`config.mk`:
```
export PLATFORM = sky130hd
export DESIGN_NAME = stepper_closed_loop_pid_step_top_flat
export DESIGN_NICKNAME = d
export VERILOG_FILES = /design/src/design/scpid_pkg.sv /design/src/design/scpid_if.sv /design/src/design/stepper_closed_loop_pid_step_top.sv /design/src/flat_wrapper.sv
export SDC_FILE = /design/constraint.sdc
export NUM_CORES = 2
export LEC_CHECK = 0
export ABC_AREA = 1
export BUFFER_PORTS_ARGS = -buffer_cell sky130_fd_sc_hd__buf_2
export CAP_MARGIN = 20
export CORE_MARGIN = 2
export CORE_UTILIZATION = 37
export DETAILED_ROUTE_END_ITERATION = 7
export PLACE_DENSITY_LB_ADDON = 0.1
export SLEW_MARGIN = 20
export SYNTH_ARGS = -nofsm -noshare
export SYNTH_HDL_FRONTEND = slang
export SYNTH_SLANG_ARGS = --single-unit
```
`constraint.sdc`:
```
create_clock -name clk -period 18.3 [get_ports clk]
set_input_delay 0.915 -clock clk [delete_from_list [all_inputs] [get_ports clk]]
set_output_delay 0.915 -clock clk [all_outputs]
set_load 0.005 [all_outputs]
```
`src/design/scpid_pkg.sv`:
```
// ---------------------------------------------------------------------------
// scpid_pkg: shared types and constants
// Register indexes, sequencer states and controller constants.
// ---------------------------------------------------------------------------
package scpid_pkg;

	localparam int HOLD_TICKS        = 1000;
	localparam int UPDATE_TICKS      = 5000;
	localparam int OPEN_LOOP_CURRENT = 2048;
	localparam int DERIV_FILTER_GAIN = 16;
	localparam int ERR_CLAMP         = 1638;
	localparam int LEAD_BASE         = 82;
	localparam int ADV_MAX           = 68;

	localparam int CFG_IDX_W  = 3;
	localparam int CFG_DATA_W = 24;

	typedef enum logic [CFG_IDX_W-1:0] {
		REG_DRIVE_MODE  = 3'd0,
		REG_PROP_GAIN   = 3'd1,
		REG_INTEG_GAIN  = 3'd2,
		REG_DERIV_GAIN  = 3'd3,
		REG_DERIV_KEEP  = 3'd4,
		REG_INTEG_LIMIT = 3'd5,
		REG_CUR_LIMIT   = 3'd6,
		REG_STEP_SCALE  = 3'd7
	} reg_idx_t;

	typedef enum logic [1:0] {
		MODE_OFF    = 2'd0,
		MODE_OPEN   = 2'd1,
		MODE_CLOSED = 2'd2,
		MODE_RSVD   = 2'd3
	} mode_t;

	// Sequencer: ST_TGT, ST_INTEG, ST_KEEP, ST_DGAIN and ST_PROP each drive the shared multiplier once.
	typedef enum logic [3:0] {
		ST_IDLE,
		ST_TGT,     // step_scale * pulse_count
		ST_POS,     // target/meas, error, delta
		ST_INTEG,   // integ_gain * err
		ST_KEEP,    // keep * filtered_deriv
		ST_DGAIN,   // deriv_gain * delta
		ST_DERIV,   // combine derivative
		ST_PROP,    // prop_gain * err
		ST_DRIVE,   // phase/current
		ST_OUT
	} state_t;

endpackage

```
`src/design/scpid_if.sv`:
```
// ---------------------------------------------------------------------------
// scpid_in_if / scpid_out_if: valid/ready channels
// Input tick channel and result channel.
// ---------------------------------------------------------------------------
interface scpid_in_if;
	logic        valid;
	logic        ready;
	logic [15:0] pulse_count;
	logic [13:0] measured_angle;
	modport source (output valid, pulse_count, measured_angle, input ready);
	modport sink   (input valid, pulse_count, measured_angle, output ready);
endinterface

interface scpid_out_if;
	logic               valid;
	logic               ready;
	logic signed [31:0] phase_angle;
	logic [11:0]        drive_current;
	logic               limit_hit;
	logic               update_pulse;
	modport source (output valid, phase_angle, drive_current, limit_hit, update_pulse,
		input ready);
	modport sink   (input valid, phase_angle, drive_current, limit_hit, update_pulse,
		output ready);
endinterface

```
`src/design/stepper_closed_loop_pid_step_top.sv`:
```
// ---------------------------------------------------------------------------
// stepper_closed_loop_pid_step_top: closed/open loop stepper tick controller
// Unwraps step count and rotor angle, runs PID or open-loop drive.
// ---------------------------------------------------------------------------
// One tick is processed at a time through a single shared 33x33 signed
// multiplier stepped by a small sequencer: closed-loop ticks step TGT, POS,
// INTEG, KEEP, DGAIN, DERIV, PROP, DRIVE, OUT; open-loop ticks TGT, POS, OUT;
// disabled ticks, no result. The input is not ready again until the result
// register is taken. Users must write configuration only when idle; unenforced.
module stepper_closed_loop_pid_step_top (
	input  logic                           clk,
	input  logic                           arst_n,
	input  logic                           cfg_we,
	input  logic [scpid_pkg::CFG_IDX_W-1:0]  cfg_idx,
	input  logic [scpid_pkg::CFG_DATA_W-1:0] cfg_data,
	scpid_in_if.sink                       in_ch,
	scpid_out_if.source                    out_ch
);
	import scpid_pkg::*;

	// Configuration registers
	logic [1:0]  mode_q;
	logic [15:0] kp_q, ki_q, kd_q;
	logic [7:0]  keep_q;
	logic [23:0] ilim_q;
	logic [11:0] clim_q;
	logic [10:0] scale_q;

	always_ff @(posedge clk or negedge arst_n) begin
		if (!arst_n) begin
			mode_q <= '0; kp_q <= '0; ki_q <= '0; kd_q <= '0;
			keep_q <= '0; ilim_q <= '0; clim_q <= '0; scale_q <= '0;
		end else if (cfg_we) begin
			unique case (reg_idx_t'(cfg_idx))
				REG_DRIVE_MODE:  mode_q  <= cfg_data[1:0];
				REG_PROP_GAIN:   kp_q    <= cfg_data[15:0];
				REG_INTEG_GAIN:  ki_q    <= cfg_data[15:0];
				REG_DERIV_GAIN:  kd_q    <= cfg_data[15:0];
				REG_DERIV_KEEP:  keep_q  <= cfg_data[7:0];
				REG_INTEG_LIMIT: ilim_q  <= cfg_data;
				REG_CUR_LIMIT:   clim_q  <= cfg_data[11:0];
				REG_STEP_SCALE:  scale_q <= cfg_data[10:0];
				default: ;
			endcase
		end
	end

	// Controller state
	logic [15:0]        last_pc_q;
	logic [31:0]        wrap_sum_q;
	logic [13:0]        last_ang_q;
	logic [17:0]        turns_q;
	logic [31:0]        last_pos_q, last_tgt_q;
	logic signed [31:0] integ_q, fderiv_q;
	logic [9:0]         rest_q;
	logic [12:0]        upd_cnt_q;

	// Working registers
	state_t             st_q, st_d;
	logic [15:0]        pc_q;
	logic [13:0]        ang_q;
	logic [31:0]        tgt_q;
	logic signed [11:0] err_q;
	logic signed [31:0] delta_q;
	logic signed [65:0] prod_q;
	logic signed [39:0] keep_t_q;
	logic signed [63:0] acc_q;

	// Shared multiplier operands
	logic signed [32:0] mul_a, mul_b;
	logic signed [65:0] mul_p;

	always_comb begin
		mul_a = '0;
		mul_b = '0;
		case (st_q)
			ST_TGT:   begin mul_a = 33'(scale_q);  mul_b = 33'(pc_q); end
			ST_INTEG: begin mul_a = 33'(ki_q);     mul_b = 33'(err_q); end
			ST_KEEP:  begin mul_a = 33'(keep_q);   mul_b = 33'(fderiv_q); end
			ST_DGAIN: begin mul_a = 33'(kd_q);     mul_b = 33'(delta_q); end
			ST_PROP:  begin mul_a = 33'(kp_q);     mul_b = 33'(err_q); end
			default:  ;
		endcase
	end
	assign mul_p = mul_a * mul_b;

	// Unwrap step counter
	logic signed [16:0] dpc;
	logic [31:0]        wrap_next;
	assign dpc = $signed({1'b0, pc_q}) - $signed({1'b0, last_pc_q});
	always_comb begin
		wrap_next = wrap_sum_q;
		if (dpc < -17'sd32768)     wrap_next = wrap_sum_q + {5'd0, scale_q, 16'd0};
		else if (dpc > 17'sd32768) wrap_next = wrap_sum_q - {5'd0, scale_q, 16'd0};
	end

	// Angle unwrap and error/delta
	logic signed [14:0] dang;
	logic [17:0]        turns_next;
	logic [31:0]        meas_c, tgt_c;
	logic signed [31:0] perr;
	logic signed [11:0] err_c;
	assign dang = $signed({1'b0, ang_q}) - $signed({1'b0, last_ang_q});
	always_comb begin
		turns_next = turns_q;
		if (dang > 15'sd8192)       turns_next = turns_q - 18'd1;
		else if (dang < -15'sd8192) turns_next = turns_q + 18'd1;
	end
	assign tgt_c  = tgt_q;
	assign meas_c = {turns_next, 14'd0} + {18'd0, ang_q};
	assign perr   = $signed(tgt_c - meas_c);
	always_comb begin
		if (perr > 32'sd1638)       err_c = 12'sd1638;
		else if (perr < -32'sd1638) err_c = -12'sd1638;
		else                        err_c = perr[11:0];
	end

	// Integral: truncating /32, clamp
	logic signed [63:0] iq, isum, ilim_s, integ_c;
	always_comb begin
		iq = prod_q[63:0];
		iq = (iq < 0) ? -((-iq) >>> 5) : (iq >>> 5);
		isum = 64'(integ_q) + iq;
		ilim_s = $signed({40'd0, ilim_q});
		if (isum > ilim_s)       integ_c = ilim_s;
		else if (isum < -ilim_s) integ_c = -ilim_s;
		else                     integ_c = isum;
	end

	// Derivative: keep term /128, gain term *16/8 = *2
	logic signed [39:0] keep_c;
	logic signed [63:0] draw, dsat;
	always_comb begin
		keep_c = prod_q[39:0];
		keep_c = (keep_c < 0) ? -((-keep_c) >>> 7) : (keep_c >>> 7);
		draw = 64'(keep_t_q) - (prod_q[63:0] <<< 1);
		if (draw > 64'sd2147483647)       dsat = 64'sd2147483647;
		else if (draw < -64'sd2147483648) dsat = -64'sd2147483648;
		else                              dsat = draw;
	end

	// Drive: u = (kp*err + acc)/128, advance, current clamp
	logic signed [63:0] usum, u_c, uabs;
	logic signed [33:0] adv_c;
	logic signed [31:0] phase_c;
	logic [11:0]        cur_c;
	logic               hit_c;
	always_comb begin
		usum = prod_q[63:0] + acc_q;
		u_c  = (usum < 0) ? -((-usum) >>> 7) : (usum >>> 7);
		adv_c = 34'(delta_q) * 34'sd3;
		adv_c = (adv_c < 0) ? -((-adv_c) >>> 1) : (adv_c >>> 1);
		phase_c = 32'({18'd0, ang_q});
		uabs = u_c;
		if (u_c > 0) begin
			if (adv_c < 0) adv_c = '0;
			else if (adv_c > 34'sd68) adv_c = 34'sd68;
			phase_c = phase_c + 32'sd82 + adv_c[31:0];
		end else if (u_c < 0) begin
			if (adv_c > 0) adv_c = '0;
			else if (adv_c < -34'sd68) adv_c = -34'sd68;
			phase_c = phase_c - 32'sd82 + adv_c[31:0];
			uabs = -u_c;
		end
		hit_c = uabs > $signed({52'd0, clim_q});
		cur_c = hit_c ? clim_q : uabs[11:0];
	end

	// Open-loop rest counter
	logic [9:0] rest_c;
	always_comb begin
		if (tgt_c == last_tgt_q)
			rest_c = (rest_q >= 10'(HOLD_TICKS - 1)) ? 10'(HOLD_TICKS) : rest_q + 10'd1;
		else
			rest_c = '0;
	end

	// Next state
	always_comb begin
		st_d = st_q;
		unique case (st_q)
			ST_IDLE:  if (in_ch.valid &&
				(mode_q == MODE_OPEN || mode_q == MODE_CLOSED)) st_d = ST_TGT;
			ST_TGT:   st_d = ST_POS;
			ST_POS:   st_d = (mode_q == MODE_CLOSED) ? ST_INTEG : ST_OUT;
			ST_INTEG: st_d = ST_KEEP;
			ST_KEEP:  st_d = ST_DGAIN;
			ST_DGAIN: st_d = ST_DERIV;
			ST_DERIV: st_d = ST_PROP;
			ST_PROP:  st_d = ST_DRIVE;
			ST_DRIVE: st_d = ST_OUT;
			ST_OUT:   if (out_ch.ready) st_d = ST_IDLE;
			default:  st_d = ST_IDLE;
		endcase
	end

	// Outputs
	always_comb begin
		in_ch.ready  = (st_q == ST_IDLE);
		out_ch.valid = (st_q == ST_OUT);
	end

	logic [12:0] upd_inc;
	assign upd_inc = upd_cnt_q + 13'd1;

	// Product registered one state after it is formed: ki*err is in prod_q
	// during ST_KEEP, keep*fderiv during ST_DGAIN.
	always_ff @(posedge clk or negedge arst_n) begin
		if (!arst_n) begin
			st_q <= ST_IDLE;
			last_pc_q <= '0; wrap_sum_q <= '0; last_ang_q <= '0; turns_q <= '0;
			last_pos_q <= '0; last_tgt_q <= '0; integ_q <= '0; fderiv_q <= '0;
			rest_q <= '0; upd_cnt_q <= '0;
		end else begin
			st_q <= st_d;
			case (st_q)
				ST_TGT: begin
					wrap_sum_q <= wrap_next;
					last_pc_q  <= pc_q;
				end
				ST_POS: begin
					if (mode_q == MODE_CLOSED) begin
						turns_q    <= turns_next;
						last_ang_q <= ang_q;
						last_pos_q <= meas_c;
					end else begin
						rest_q     <= rest_c;
						last_tgt_q <= tgt_c;
					end
					if (upd_inc >= 13'(UPDATE_TICKS)) upd_cnt_q <= upd_inc - 13'(UPDATE_TICKS);
					else                              upd_cnt_q <= upd_inc;
				end
				ST_KEEP:  integ_q  <= integ_c[31:0];
				ST_DERIV: fderiv_q <= dsat[31:0];
				default: ;
			endcase
		end
	end

	// Datapath registers
	always_ff @(posedge clk) begin
		prod_q <= mul_p;
		case (st_q)
			ST_IDLE: begin
				pc_q  <= in_ch.pulse_count;
				ang_q <= in_ch.measured_angle;
			end
			ST_TGT: tgt_q <= wrap_next + mul_p[31:0];
			ST_POS: begin
				err_q   <= err_c;
				delta_q <= $signed(meas_c - last_pos_q);
				out_ch.update_pulse  <= upd_inc >= 13'(UPDATE_TICKS);
				out_ch.phase_angle   <= $signed(tgt_c);
				out_ch.drive_current <= (rest_c >= 10'(HOLD_TICKS)) ?
					12'(OPEN_LOOP_CURRENT / 2) : 12'(OPEN_LOOP_CURRENT);
				out_ch.limit_hit     <= 1'b0;
			end
			ST_KEEP:  acc_q <= integ_c;
			ST_DGAIN: keep_t_q <= keep_c;
			ST_DERIV: acc_q <= acc_q + dsat;
			ST_DRIVE: begin
				out_ch.phase_angle   <= phase_c;
				out_ch.drive_current <= cur_c;
				out_ch.limit_hit     <= hit_c;
			end
			default: ;
		endcase
	end

endmodule

```
`src/flat_wrapper.sv`:
```
// flat-port wrapper written by rule: the top's interface ports become plain ports
module stepper_closed_loop_pid_step_top_flat import scpid_pkg::*;
  (clk, arst_n, cfg_we, cfg_idx, cfg_data, in_ch_valid, in_ch_pulse_count, in_ch_measured_angle, in_ch_ready, out_ch_valid, out_ch_phase_angle, out_ch_drive_current, out_ch_limit_hit, out_ch_update_pulse, out_ch_ready);
  scpid_in_if in_ch_i ();
  scpid_out_if out_ch_i ();
  input  logic clk;
  input  logic arst_n;
  input  logic cfg_we;
  input  logic [scpid_pkg::CFG_IDX_W-1:0] cfg_idx;
  input  logic [scpid_pkg::CFG_DATA_W-1:0] cfg_data;
  input wire logic [$bits(in_ch_i.valid)-1:0] in_ch_valid;
  input wire logic [$bits(in_ch_i.pulse_count)-1:0] in_ch_pulse_count;
  input wire logic [$bits(in_ch_i.measured_angle)-1:0] in_ch_measured_angle;
  output wire logic [$bits(in_ch_i.ready)-1:0] in_ch_ready;
  output wire logic [$bits(out_ch_i.valid)-1:0] out_ch_valid;
  output wire logic [$bits(out_ch_i.phase_angle)-1:0] out_ch_phase_angle;
  output wire logic [$bits(out_ch_i.drive_current)-1:0] out_ch_drive_current;
  output wire logic [$bits(out_ch_i.limit_hit)-1:0] out_ch_limit_hit;
  output wire logic [$bits(out_ch_i.update_pulse)-1:0] out_ch_update_pulse;
  input wire logic [$bits(out_ch_i.ready)-1:0] out_ch_ready;
  assign in_ch_i.valid = in_ch_valid;
  assign in_ch_i.pulse_count = in_ch_pulse_count;
  assign in_ch_i.measured_angle = in_ch_measured_angle;
  assign in_ch_ready = in_ch_i.ready;
  assign out_ch_valid = out_ch_i.valid;
  assign out_ch_phase_angle = out_ch_i.phase_angle;
  assign out_ch_drive_current = out_ch_i.drive_current;
  assign out_ch_limit_hit = out_ch_i.limit_hit;
  assign out_ch_update_pulse = out_ch_i.update_pulse;
  assign out_ch_i.ready = out_ch_ready;
  stepper_closed_loop_pid_step_top u_core (.clk(clk), .arst_n(arst_n), .cfg_we(cfg_we), .cfg_idx(cfg_idx), .cfg_data(cfg_data), .in_ch(in_ch_i), .out_ch(out_ch_i));
endmodule
```
==> summary.md <==
| Metric | Value |
|---|---|
| Run status | `complete, no violations` |
| Wire length of the first global-routing pass | `487.9 mm` |
| Most numerous cell in the Yosys netlist | `nand2_1` |
| Register area share after synthesis | `a little under a fifth` |
| Post-CTS resize count | `0` |
| Synth Cell Area | `83410 sq um` |
| Fin. Hold Viols | `0` |
| Number of port buffers | `109` |
| Worst vdd ir | `0.1190 mV` |
| Post-synth EDFFs | `around 260` |
| Worst slew pin tran | `1.280 ns` |
| Synth Register Bits | `598` |
| Minimum clock period | `11.85 ns` |
| PD cells | `217.3 nW/um^2` |
| Cell repeated most along the worst path | `o21ai_0` |
| Final setup skew | `between 0.07 and 0.08 ns` |
| Largest net degree at the start of global routing | `72` |
| Clk sinks | `598` |
| Gr ovfl total | `0` |
| Crit path required time | `18.75 ns` |
| Nets | `13614` |
| Share of the synthesized area in the top cell type | `15.12%` |
| Post-synthesis mux area share | `0%` |
| Slew headroom | `between 10% and 20%` |
| Die area | `229200 sq um` |
| Initial antenna violation count | `13` |
| Vias/cell | `around 5.3` |
| CTS tree | `built` |
| Highest clock rate | `84.40 MHz` |
| Worst Path Arrival | `12.30 ns` |
| CP max-delay cell | `inv_1` |
| Num CTS Buffers | `80` |
| Die height | `478.8 um` |
| Period utilization | `approximately two thirds` |
| # rows | `174` |
| Root buffer cell | `clkbuf_16` |
| Ys flop type | `dfrtp_1` |
| Post-route ant nets | `0` |
| Largest family of logic cells by synthesized area | `simple AND/OR/NAND/NOR gates` |
| FILL cells | `24139` |
| Hold-fix buffers, CTS | `0` |
| Simple-Gate Fraction of Synth Area | `29.92%` |
| Routed WL | `325.5 mm` |
| Crit end category | `register` |
| Crit path max fanout | `31` |
| H-tree levels | `3` |
| FFs w/ async S/R, synth | `roughly half` |
| Avg WL per Cell | `between 20 and 25 um` |
| Post-CTS Setup Inserts | `0` |
| Reg2Reg Depth | `53` |
| Area grow syn2layout | `8.195%` |
| Power, Total | `around 20000 uW` |
| Post-Synth Adder-Cell Area | `22.57%` |
| Hold Crit Class | `primary input to asynchronous set/reset pin` |
| Total global-route track usage | `27.77%` |
| Final Core Density | `roughly two fifths` |
| Clock Latency Late Sink | `0.76 ns` |
| Die width | `478.8 um` |
| Initial core utilization | `37.16%` |
| Worst path max stage delay | `0.68 ns` |
| Crit path launch type | `register` |
| Vias in the first global route | `79046` |
| First-pass detailed-route iteration total | `8` |
| DRC Markers | `0` |
| Synth top area cells | `nand2_1 (15%), fa_1 (12%), ha_1 (10%), edfxtp_1 (9.2%), dfrtp_1 (8.8%)` |
| Compound-cell area share of the yosys netlist | `12.52%` |
| Final number of setup-violating endpoints | `0` |
| Core Area | `224500 sq um` |
| Synth Area in XOR/XNOR | `5.481%` |
| Syn_area_per_cell | `around 6.8 sq um` |
| Fraction of final layout cells sized beyond drive strength 1 | `roughly 6.0%` |
| Library cells used by synthesis | `78` |
| Final setup TNS | `0 ns` |
| Unrepaired setup endpoints after global routing | `false` |
| Via count | `about 82000` |
| Max-Cap Viols | `0` |
| Warnings, synthesis | `0` |
| Post-synth top cells | `nand2_1 (3360), inv_1 (1938), nor2_1 (1168)` |
| Critical path class | `register to register` |
| RePlAce Congestion | `around 0.96` |
| DRT iter0 DRCs | `6734` |
| Clk slew on worst S/H paths | `around 0.060 ns` |
| Detail Placement HPWL | `273.2 mm` |
| Yosys top cell by area | `nand2_1` |
| Cells after synthesis | `12319` |
| Max Root-Sink Buffers | `3` |
| Total I/O pin count | `110` |
| Lkg Pwr | `roughly 0.044 uW` |
| Final Max Slew Viols | `0` |
-- per-layer routing --
| metal | up-vias | track usage, % | wire (um) | part of all wire, % |
|---|---|---|---|---|
| met1 | 39261 | 39.87 | 154400 | 47 |
| met4 | 2 | 7.571 | 9103 | 2.8 |
| met2 | 2343 | 43.89 | 143300 | 44 |
| met3 | 336 | 3.224 | 18740 | 5.8 |
| li1 | 39609 | - | - | - |
| met5 | - | 0 | 13 | 0.0040 |
-- power by group --
group / switching (uW) / internal [uW] / leakage [uW]
Sequential: 504 / 2140 / 0.00651
Combinational: 10600 / 4700 / 0.0363
Clock: 713 / 984 / 0.00135
-- final timing paths --
check / end / slack [ns] / start
worst max-delay path: u_core.acc_q[61] / 6.45 / u_core.keep_t_q[1]
worst min-delay path: u_core.last_tgt_q[19] / 0.13 / arst_n
worst max register to register: u_core.acc_q[61] / 6.45 / u_core.keep_t_q[1]
worst min register to register: u_core.last_pos_q[13] / 0.48 / u_core.last_pos_q[13]
max in group asynchronous: u_core.ilim_q[23] / 15.92 / arst_n
min in group clk: u_core.pc_q[12] / 0.33 / in_ch_pulse_count[12]
-- layout make-up --
| type | count | area [sq um] | area share (%) |
|---|---|---|---|
| multi-input combinational | 9459 | 58950 | 65.32 |
| sequential | 598 | 16000 | 17.73 |
| inverter | 2022 | 7592 | 8.413 |
| tap | 2992 | 3744 | 4.148 |
| clock buffer | 104 | 2185 | 2.421 |
| timing repair buffer | 190 | 1164 | 1.289 |
| clock inverter | 46 | 604.3 | 0.6697 |
| antenna | 4 | 10.01 | 0.01109 |
-- critical path, delay by kind of cell, from the launching register on --
kind | cells | cell delay, ns
buffers and inverters | 8 | 1.40
adder cells (fa/ha/maj) | 4 | 1.16
XOR/XNOR | 1 | 0.31
AND/OR/NAND/NOR | 15 | 1.92
AO/OA/AOI/OAI | 25 | 6.35
flip-flops | 1 | 0.37
-- through the flow --
stage                     cell area, sq um  worst slack [ns]  std cells  hold slack (ns)
after floorplan                      83430             8.364      12326           0.4493
after global placement               87430             6.595      15261           0.4656
after detailed placement             87430             6.603      15261           0.4677
after CTS                            90220             6.514      15411          0.07195
after global routing                 90240             5.549      15412           0.1409
final                                90240             6.451      15415           0.1271
-- flip-flops by register name, summed over array words and instances, names as in the netlist, 10 cells and up --
register and flops:
u_core.acc_q 64, u_core.prod_q 50, u_core.keep_t_q 40, u_core.delta_q 32, u_core.fderiv_q 32, u_core.integ_q 32
u_core.last_pos_q 32, u_core.last_tgt_q 32, u_core.out_ch.phase_angle 32, u_core.tgt_c 32, u_core.ilim_q 24, u_core.kd_q 16
u_core.ki_q 16, u_core.kp_q 16, u_core.last_pc_q 16, u_core.pc_q 16, u_core.wrap_sum_q 16, u_core.ang_q 14
u_core.upd_cnt_q 13, u_core.clim_q 12, u_core.err_q 12, u_core.out_ch.drive_current 12, u_core.scale_q 11, u_core.rest_q 10
-- layout by cell type, fill, tap and decap left out, drive strengths merged, types with 5 or more instances in the layout --
cell type	netlist	routed
a22o	5	5
a31oi	78	78
dfrtp	292	292
or2	32	32
fa	506	506
ha	695	695
bufinv	0	9
a41oi	5	5
buf	46	190
clkinv	27	56
nand3	674	674
a21boi	22	22
xor2	358	358
o2111ai	10	10
xnor2	164	164
o21ai	757	757
o21bai	39	39
nand3b	22	22
o31ai	18	18
o211ai	47	47
o22ai	8	8
a21o	13	13
nor4	54	54
o21a	29	29
clkbuf	201	104
o221ai	19	19
inv	1995	1999
nand2	3457	3457
nor3	129	129
edfxtp	256	256
nor2	1310	1310
dfxtp	50	50
a211oi	23	23
nand4	167	167
conb	1	8
nor3b	7	7
a21oi	729	729
a221oi	41	41
-- cell families after synthesis --
kind of cell,after synthesis
other,1
adder cells (fa/ha/maj),1201
AO/OA/AOI/OAI,1867
XOR/XNOR,522
AND/OR/NAND/NOR,5861
flip-flops,598
buffers and inverters,2269
No activity file was read; power rests on OpenSTA's default activity.
